<file path="src/sv/calr_pkg.sv">
`timescale 1ns / 1ps
// Shared types, constants and helper functions of the checksum line receiver.
// Used by calr_ctrl, calr_dp and the top level; depends on nothing.

package calr_pkg;

	// Longest line; a line ends on LF or when this many bytes are held
	localparam int LINE_MAX = 64;
	localparam int IDX_W    = $clog2(LINE_MAX);
	localparam int FILL_W   = $clog2(LINE_MAX + 1);
	// Two line buffers, one per bank: collecting and held
	localparam int ADDR_W   = IDX_W + 1;
	localparam int MEM_DEPTH = 2 * (2 ** IDX_W);

	localparam logic [7:0] CH_LF = 8'h0A;
	localparam logic [7:0] CH_CR = 8'h0D;
	localparam logic [7:0] CH_QM = 8'h3F;

	// Lengths of the two protocol lines
	localparam int ACK_LEN  = 4;
	localparam int CONN_LEN = 5;

	// Source of the byte loaded into the output register
	typedef enum logic [2:0] {
		SEL_SUM = 3'b001,
		SEL_ACK = 3'b010,
		SEL_DLV = 3'b100
	} out_sel_t;

	// Link phase
	typedef enum logic [2:0] {
		PH_WAIT = 3'b001,
		PH_CONN = 3'b010,
		PH_HELD = 3'b100
	} phase_t;

	// Controller to datapath
	typedef struct packed {
		logic     load_byte;
		logic     accept_char;
		logic     hold;
		logic     retry_clr;
		logic     retry_inc;
		logic     idx_clr;
		logic     idx_inc;
		logic     out_load;
		out_sel_t out_sel;
	} calr_cmd_t;

	// Datapath to controller
	typedef struct packed {
		logic char_ok;
		logic line_end;
		logic ok_match;
		logic ko_match;
		logic slot_free;
		logic ack_last;
		logic dlv_last;
	} calr_sts_t;

	// "OK" CR LF, one byte by position
	function automatic logic [7:0] ack_at(input logic [1:0] pos);
		logic [7:0] c;
		case (pos)
			2'd0:    c = 8'h4F;
			2'd1:    c = 8'h4B;
			2'd2:    c = CH_CR;
			default: c = CH_LF;
		endcase
		return c;
	endfunction

	// "KO?" CR LF, one byte by position
	function automatic logic [7:0] conn_at(input logic [2:0] pos);
		logic [7:0] c;
		case (pos)
			3'd0:    c = 8'h4B;
			3'd1:    c = 8'h4F;
			3'd2:    c = CH_QM;
			3'd3:    c = CH_CR;
			3'd4:    c = CH_LF;
			default: c = 8'h00;
		endcase
		return c;
	endfunction

	// Character filter: digits and capitals anywhere, CR/LF/'?' not first
	function automatic logic char_ok(input logic [7:0] c, input logic first);
		logic ok;
		ok = ((c >= 8'h30) && (c <= 8'h39)) || ((c >= 8'h41) && (c <= 8'h5A)) ||
			(!first && ((c == CH_LF) || (c == CH_CR) || (c == CH_QM)));
		return ok;
	endfunction

endpackage

</file>
<file path="src/sv/checksum_acked_line_receiver_unit.sv">
`timescale 1ns / 1ps
// Top level of the checksum acknowledged line receiver.
// Joins calr_ctrl and calr_dp; depends on calr_pkg.

// Takes one received byte per transfer and replies through one output channel.
// Each byte is accepted, then evaluated; a dropped byte or one that
// does not end a line gives no result. A checksum answer, the
// connect answer and delivery of a held line follow in their own states;
// delivery reads each byte from the line buffer memory through its
// registered read port before it is loaded into the output register. Any
// stall on the output side holds these answers. The next byte is taken
// while the last result still waits in the output register. Held lines are
// kept by swapping between two buffer banks, so no copy pass is needed.

module checksum_acked_line_receiver_unit (
	input  logic       clk,
	input  logic       arst_n,
	input  logic       in_valid,
	output logic       in_ready,
	input  logic [7:0] rx_byte,
	output logic       out_valid,
	input  logic       out_ready,
	output logic       out_kind,
	output logic [7:0] out_byte,
	output logic       out_last,
	output logic [7:0] retry_count
);

	calr_pkg::calr_cmd_t cmd;
	calr_pkg::calr_sts_t sts;

	// Sequencer
	calr_ctrl u_ctrl (
		.clk      (clk),
		.arst_n   (arst_n),
		.in_valid (in_valid),
		.in_ready (in_ready),
		.sts      (sts),
		.cmd      (cmd)
	);

	// Buffers and output register
	calr_dp u_dp (
		.clk         (clk),
		.arst_n      (arst_n),
		.cmd         (cmd),
		.sts         (sts),
		.rx_byte     (rx_byte),
		.out_valid   (out_valid),
		.out_ready   (out_ready),
		.out_kind    (out_kind),
		.out_byte    (out_byte),
		.out_last    (out_last),
		.retry_count (retry_count)
	);

endmodule

</file>
<file path="src/sv/calr_dp.sv">
`timescale 1ns / 1ps
// Datapath: byte register, line buffers, fill and sum, pattern match flags,
// retry count and output register. Depends on calr_pkg.

module calr_dp (
	input  logic                clk,
	input  logic                arst_n,
	input  calr_pkg::calr_cmd_t cmd,
	output calr_pkg::calr_sts_t sts,
	input  logic [7:0]          rx_byte,
	output logic                out_valid,
	input  logic                out_ready,
	output logic                out_kind,
	output logic [7:0]          out_byte,
	output logic                out_last,
	output logic [7:0]          retry_count
);

	logic [7:0]                      byte_q;
	logic [calr_pkg::IDX_W-1:0]      fill_q;
	logic [7:0]                      sum_q;
	logic [7:0]                      chk_q;
	logic                            ok_q;
	logic                            ko_q;
	logic                            held_bank_q;
	logic [calr_pkg::FILL_W-1:0]     held_len_q;
	logic [7:0]                      retries_q;
	logic [calr_pkg::IDX_W-1:0]      idx_q;
	logic [7:0]                      rd_data_q;
	logic                            out_valid_q;
	logic                            out_kind_q;
	logic [7:0]                      out_byte_q;
	logic                            out_last_q;
	logic [7:0]                      out_retry_q;
	logic [7:0]                      mem [0:calr_pkg::MEM_DEPTH-1];

	logic                            ok_next;
	logic                            ko_next;
	logic [7:0]                      sum_next;
	logic [calr_pkg::ADDR_W-1:0]     wr_addr;
	logic [calr_pkg::ADDR_W-1:0]     rd_addr;
	logic [calr_pkg::FILL_W-1:0]     idx_plus1;

	// Pattern tracking and status
	always_comb begin
		sum_next = sum_q + byte_q;
		ok_next  = ((fill_q == '0) || ok_q) &&
			(fill_q < calr_pkg::IDX_W'(calr_pkg::ACK_LEN)) &&
			(byte_q == calr_pkg::ack_at(fill_q[1:0]));
		ko_next  = ((fill_q == '0) || ko_q) &&
			(fill_q < calr_pkg::IDX_W'(calr_pkg::CONN_LEN)) &&
			(byte_q == calr_pkg::conn_at(fill_q[2:0]));
		idx_plus1 = calr_pkg::FILL_W'(idx_q) + calr_pkg::FILL_W'(1);

		sts.char_ok   = calr_pkg::char_ok(byte_q, fill_q == '0);
		sts.line_end  = (byte_q == calr_pkg::CH_LF) ||
			(fill_q == calr_pkg::IDX_W'(calr_pkg::LINE_MAX - 1));
		sts.ok_match  = ok_next && (fill_q == calr_pkg::IDX_W'(calr_pkg::ACK_LEN - 1));
		sts.ko_match  = ko_next && (fill_q == calr_pkg::IDX_W'(calr_pkg::CONN_LEN - 1));
		sts.slot_free = !out_valid_q || out_ready;
		sts.ack_last  = (idx_q == calr_pkg::IDX_W'(calr_pkg::ACK_LEN - 1));
		sts.dlv_last  = (idx_plus1 == held_len_q);
	end

	// Collecting bank is the one not held
	assign wr_addr = {~held_bank_q, fill_q};
	assign rd_addr = {held_bank_q, idx_q};

	// Line buffers, registered read
	always_ff @(posedge clk) begin
		if (cmd.accept_char)
			mem[wr_addr] <= byte_q;
		rd_data_q <= mem[rd_addr];
	end

	// Byte register
	always_ff @(posedge clk) begin
		if (cmd.load_byte)
			byte_q <= rx_byte;
	end

	// Line collection state
	always_ff @(posedge clk or negedge arst_n) begin
		if (!arst_n) begin
			fill_q <= '0;
			sum_q  <= '0;
			ok_q   <= 1'b0;
			ko_q   <= 1'b0;
		end else if (cmd.accept_char) begin
			ok_q <= ok_next;
			ko_q <= ko_next;
			if (sts.line_end) begin
				fill_q <= '0;
				sum_q  <= '0;
			end else begin
				fill_q <= fill_q + calr_pkg::IDX_W'(1);
				sum_q  <= sum_next;
			end
		end
	end

	// Checksum of the line just ended
	always_ff @(posedge clk) begin
		if (cmd.accept_char && sts.line_end)
			chk_q <= sum_next;
	end

	// Held line: swap banks instead of copying
	always_ff @(posedge clk or negedge arst_n) begin
		if (!arst_n) begin
			held_bank_q <= 1'b0;
			held_len_q  <= '0;
			retries_q   <= '0;
		end else begin
			if (cmd.hold) begin
				held_bank_q <= ~held_bank_q;
				held_len_q  <= calr_pkg::FILL_W'(fill_q) + calr_pkg::FILL_W'(1);
			end
			if (cmd.retry_clr)
				retries_q <= '0;
			else if (cmd.retry_inc && (retries_q != 8'hFF))
				retries_q <= retries_q + 8'd1;
		end
	end

	// Emission index
	always_ff @(posedge clk or negedge arst_n) begin
		if (!arst_n)
			idx_q <= '0;
		else if (cmd.idx_clr)
			idx_q <= '0;
		else if (cmd.idx_inc)
			idx_q <= idx_q + calr_pkg::IDX_W'(1);
	end

	// Output register valid
	always_ff @(posedge clk or negedge arst_n) begin
		if (!arst_n)
			out_valid_q <= 1'b0;
		else if (cmd.out_load)
			out_valid_q <= 1'b1;
		else if (out_ready)
			out_valid_q <= 1'b0;
	end

	// Output register payload
	always_ff @(posedge clk) begin
		if (cmd.out_load) begin
			case (cmd.out_sel)
				calr_pkg::SEL_SUM: begin
					out_kind_q  <= 1'b0;
					out_byte_q  <= chk_q;
					out_last_q  <= 1'b1;
					out_retry_q <= 8'd0;
				end
				calr_pkg::SEL_ACK: begin
					out_kind_q  <= 1'b0;
					out_byte_q  <= calr_pkg::ack_at(idx_q[1:0]);
					out_last_q  <= sts.ack_last;
					out_retry_q <= 8'd0;
				end
				default: begin
					out_kind_q  <= 1'b1;
					out_byte_q  <= rd_data_q;
					out_last_q  <= sts.dlv_last;
					out_retry_q <= retries_q;
				end
			endcase
		end
	end

	assign out_valid   = out_valid_q;
	assign out_kind    = out_kind_q;
	assign out_byte    = out_byte_q;
	assign out_last    = out_last_q;
	assign retry_count = out_retry_q;

endmodule

</file>
<file path="src/sv/calr_ctrl.sv">
`timescale 1ns / 1ps
// Controller: sequencing state machine and link phase.
// Drives datapath commands from its status; depends on calr_pkg.

module calr_ctrl (
	input  logic                clk,
	input  logic                arst_n,
	input  logic                in_valid,
	output logic                in_ready,
	input  calr_pkg::calr_sts_t sts,
	output calr_pkg::calr_cmd_t cmd
);

	typedef enum logic [5:0] {
		S_IDLE = 6'b000001,
		S_EVAL = 6'b000010,
		S_SUM  = 6'b000100,
		S_ACK  = 6'b001000,
		S_DRD  = 6'b010000,
		S_DOUT = 6'b100000
	} state_t;

	state_t            state_q, state_d;
	calr_pkg::phase_t  phase_q, phase_d;

	assign in_ready = (state_q == S_IDLE);

	// Next state and commands
	always_comb begin
		state_d = state_q;
		phase_d = phase_q;
		cmd     = '0;
		cmd.out_sel = calr_pkg::SEL_SUM;
		case (state_q)
			S_IDLE: begin
				if (in_valid) begin
					cmd.load_byte = 1'b1;
					state_d = S_EVAL;
				end
			end
			S_EVAL: begin
				state_d = S_IDLE;
				if (sts.char_ok) begin
					cmd.accept_char = 1'b1;
					if (sts.line_end) begin
						case (phase_q)
							calr_pkg::PH_CONN: begin
								cmd.hold      = 1'b1;
								cmd.retry_clr = 1'b1;
								phase_d = calr_pkg::PH_HELD;
								state_d = S_SUM;
							end
							calr_pkg::PH_HELD: begin
								if (sts.ok_match) begin
									cmd.idx_clr = 1'b1;
									state_d = S_DRD;
								end else begin
									cmd.hold      = 1'b1;
									cmd.retry_inc = 1'b1;
									state_d = S_SUM;
								end
							end
							default: begin
								if (sts.ko_match) begin
									cmd.idx_clr = 1'b1;
									phase_d = calr_pkg::PH_CONN;
									state_d = S_ACK;
								end
							end
						endcase
					end
				end
			end
			S_SUM: begin
				cmd.out_sel = calr_pkg::SEL_SUM;
				if (sts.slot_free) begin
					cmd.out_load = 1'b1;
					state_d = S_IDLE;
				end
			end
			S_ACK: begin
				cmd.out_sel = calr_pkg::SEL_ACK;
				if (sts.slot_free) begin
					cmd.out_load = 1'b1;
					cmd.idx_inc  = 1'b1;
					if (sts.ack_last)
						state_d = S_IDLE;
				end
			end
			S_DRD: begin
				// read of the held byte is in flight
				state_d = S_DOUT;
			end
			S_DOUT: begin
				cmd.out_sel = calr_pkg::SEL_DLV;
				if (sts.slot_free) begin
					cmd.out_load = 1'b1;
					cmd.idx_inc  = 1'b1;
					if (sts.dlv_last) begin
						phase_d = calr_pkg::PH_CONN;
						state_d = S_IDLE;
					end else begin
						state_d = S_DRD;
					end
				end
			end
			default: begin
				state_d = S_IDLE;
			end
		endcase
	end

	// State registers
	always_ff @(posedge clk or negedge arst_n) begin
		if (!arst_n) begin
			state_q <= S_IDLE;
			phase_q <= calr_pkg::PH_WAIT;
		end else begin
			state_q <= state_d;
			phase_q <= phase_d;
		end
	end

endmodule

</file>
<file path="config.mk">
export PLATFORM = sky130hd
export DESIGN_NAME = checksum_acked_line_receiver_unit
export DESIGN_NICKNAME = d
export VERILOG_FILES = /design/src/sv/calr_pkg.sv /design/src/sv/checksum_acked_line_receiver_unit.sv /design/src/sv/calr_dp.sv /design/src/sv/calr_ctrl.sv
export SDC_FILE = /design/constraint.sdc
export NUM_CORES = 1
export LEC_CHECK = 0
export ABC_AREA = 0
export CORE_MARGIN = 8
export CORE_UTILIZATION = 35
export CTS_BUF_LIST = sky130_fd_sc_hd__clkbuf_8 sky130_fd_sc_hd__clkbuf_16
export CTS_CLUSTER_SIZE = 24
export DETAILED_ROUTE_END_ITERATION = 8
export DONT_BUFFER_PORTS = 1
export PLACE_DENSITY = 0.5
export REMOVE_ABC_BUFFERS = 1
export SLEW_MARGIN = 20
export SYNTH_ARGS = -nofsm -noshare
export SYNTH_HDL_FRONTEND = slang
export SYNTH_SLANG_ARGS = --single-unit
</file>
<file path="constraint.sdc">
create_clock -name clk -period 8.12 [get_ports clk]
set_input_delay 2.436 -clock clk [delete_from_list [all_inputs] [get_ports clk]]
set_output_delay 2.436 -clock clk [all_outputs]
set_load 0.05 [all_outputs]
</file>
==> impl_metrics.tcl <==
set metrics [dict create \
    cts_sinks 1114 \
    via_per_inst 5.49 \
    skew_ns 0.0255 \
    cts_root_buf "clkbuf_16" \
    worst_path_largest_cell_delay_ns 0.95 \
    fin_area_sq_um 49800 \
    core_sq_um 126000 \
    totalPowerFinal_mw 12.4 \
    cellPowerDensity_nw_per_um2 249 \
    cts_inserted_buffers 111 \
    synthArstFlopShare_pct 4.31 \
    dieArea_sq_um 138000 \
    ys_types 78 \
    slowest_stage "nor2_1" \
    die_w_microns 372 \
    gp_congestion 0.840 \
    swShare_pct 22.6 \
    final_common_cell "edfxtp_1" \
    io_pins 32 \
    cts_resized 0 \
    top_layer "met4" \
    combPwrFrac_pct 5.5 \
    setup-violations-final 0 \
    crit_fanout 72 \
    tightest_slew_ns 1.18 \
    critPathCaptureType "flip-flop" \
    hpwl_mm 67.2 \
    wl_per_cell_microns 27.5 \
    required_ns 8.42 \
    power_frac_seq_pct 53.2 \
    internal-power_mw 9.59 \
    cts_tree "done" \
    die_h_microns 372 \
    ir_worst_vdd_mv 0.168 \
    drc_errors 0 \
    path_cells "buf_4 -> or4_1 -> a21oi_1 -> a2111o_1 -> nand2_1 -> nand4_2 -> nor2_1" \
    grt_max_degree 137 \
    antenna_found_initial 4 \
    wl_met2_mm 53.3 \
    finalWirelength_mm 112 \
    synth_edf_count 1058 \
    power.switching_mw 2.80 \
    routed-via-count 22368 \
    start_util_pct 35.3 \
    gr-total-overflow 0 \
    ys_seq_area_share_pct 74.8 \
    most-common-layout-cells "edfxtp_1 (1,058), mux4_2 (224), nor2_1 (185)" \
    finalHoldViolCount 0 \
    ant_nets 0 \
    ys_ff_latch 1114 \
    seqCellArea_sq_um 33100 \
    clk_latency_ns 0.68 \
    drtPass1Iterations 5 \
    layout-drive-gt1-share_pct 19.9 \
    timing.slew.headroom_pct 19.2 \
    met3_wirelength_mm 6.46 \
    postCtsSetupBuffers 0 \
    rsz0062_at_grt "false" \
    status "finished clean" \
    syn_area_per_cell_sq_um 19.1 \
    numPortBuffers 0 \
    ys_dominant_reg_cell "edfxtp_1" \
    crit_arrival_ns 5.27 \
    ctsLongestPathBuffers 3 \
    first_global_vias 22701 \
    final_nets 2365 \
    synth_area_sq_um 44300 \
    clk_pin_slew_ns 0.06 \
    fmax_ghz 0.202 \
    cts.hold.buffers_added 0 \
    grt_first_pass_wirelength_mm 164 \
    cap_violations 0 \
    drt-met1-wl_mm 49.8 \
    synthCells 2312 \
    leakagePower_nw 15.4 \
    pwr-share-clk_pct 41.2 \
    rows 130 \
    grt_use_total_pct 16.0 \
    yosys_warnings 0 \
    n_fill_cell 11220 \
    area_growth_pct 12.5 \
    layout_setup_ws_ns 3.16 \
    min_path_type "flip-flop to flip-flop" \
    htreeDepth 3 \
    drt_iter0_drc 2411 \
    period_share_pct 61.1 \
    slew_violations 0 \
    critPathKind "flip-flop to flip-flop" \
    min_period_ns 4.96 \
    pre_cts_slack_ns 3.13 \
    cp-start-kind "flip-flop" \
    placed_cell_area_sq_um 46100 \
    multiInputGateArea_sq_um 10500 \
]
[power groups by stage]
stage	registers (mW)	clock network [mW]	logic, mW
floorplan	6.85	0	0.256
global placement	6.71	0	0.693
detailed placement	6.71	0	0.698
CTS	6.59	5.21	0.704
global route	6.59	5.41	0.755
finish	6.59	5.11	0.686
[state kept, by name, indices dropped and copies added, names as in the netlist, 3 cells and up]
signal,count
u_dp.byte_q,8
u_dp.rd_data_q,8
u_dp.mem,1024
u_dp.held_len_q,7
u_dp.out_byte,8
u_dp.fill_q,6
u_ctrl.phase_q,3
u_dp.chk_q,8
u_dp.retry_count,8
u_dp.retries_q,8
u_ctrl.state_q,6
u_dp.sum_q,8
u_dp.idx_q,6
[per-stage QoR]
step           util [%]  TNS (ns)  cells  hold slack, ns
5_1_grt            39.6         0   4077           0.519
2_1_floorplan         -    -64.12   2181           0.445
4_1_cts            39.6         0   4077           0.496
3_5_place_dp       36.7         0   3869           0.482
6_report           39.7         0   4078           0.489
3_3_place_gp       36.7         0   3869           0.467
[area by class of cell]
type                            instances  area share, %
Timing Repair Buffer                   38          0.673
Tap cell                             1650           4.15
Antenna cell                            1        0.00503
Multi-Input combinational cell       1047           21.1
Clock buffer                          112           5.63
Clock inverter                         96           1.70
Inverter                               20          0.151
Sequential cell                      1114           66.6
[logic make-up (layout without fill, tap and decap cells)]
group	after synthesis	in the layout	share of synthesized area, %
adders and majority gates	21	21	0.610
and+or+nand+nor	421	421	4.71
other	0	1	0
AOI/OAI and AO/OA	294	294	5.06
muxes	281	281	12.7
DFF	1114	1114	74.8
buffers and inverters	151	266	1.48
xor gates and xnor gates	30	30	0.594
[cells in the mapped netlist (20+ instances only)]
master / instances / area share (%)
a21oi_1: 24 / 0.27
a22o_1: 39 / 0.77
nor2_1: 189 / 1.6
buf_2: 40 / 0.45
a221o_1: 26 / 0.59
dfrtp_1: 46 / 2.6
a31oi_1: 34 / 0.48
clkbuf_1: 67 / 0.57
a211oi_1: 20 / 0.34
mux2i_1: 51 / 1.2
nand3_1: 24 / 0.27
o21ai_0: 24 / 0.27
ha_1: 20 / 0.57
nand2_1: 54 / 0.46
nor2b_1: 28 / 0.40
nand2b_1: 26 / 0.37
a22oi_1: 48 / 0.81
edfxtp_1: 1058 / 72
mux4_2: 224 / 11
[worst max-delay path, delay by kind of cell, from the launching register on]
family,cells,cell delay (ns)
and+or+nand+nor,4,2.61
DFF,1,0.55
buffers and inverters,1,0.77
AOI/OAI and AO/OA,2,0.64
[path summary, 6_finish.rpt]
check / from / end / slack (ns) / cells past startpoint
worst min-delay path: u_dp.sum_q[0] / u_dp.sum_q[0] / 0.49 / 2
min in group asynchronous: arst_n / u_dp.idx_q[3] / 1.44 / 0
worst min register to register: u_dp.sum_q[0] / u_dp.sum_q[0] / 0.49 / 2
max in group asynchronous: arst_n / u_ctrl.phase_q[0] / 6.47 / 0
worst max register to register: u_dp.byte_q[1] / u_dp.mem[66][2] / 3.16 / 7
worst max-delay path: u_dp.byte_q[1] / u_dp.mem[66][2] / 3.16 / 7
[metal layers]
metal	vias up	global-route usage [%]
met5	-	0
met4	0	4.09
met3	150	2.58
met2	787	25.3
met1	11880	23.1
li1	9551	-
Note: power is estimated with default switching activity, not from simulation.
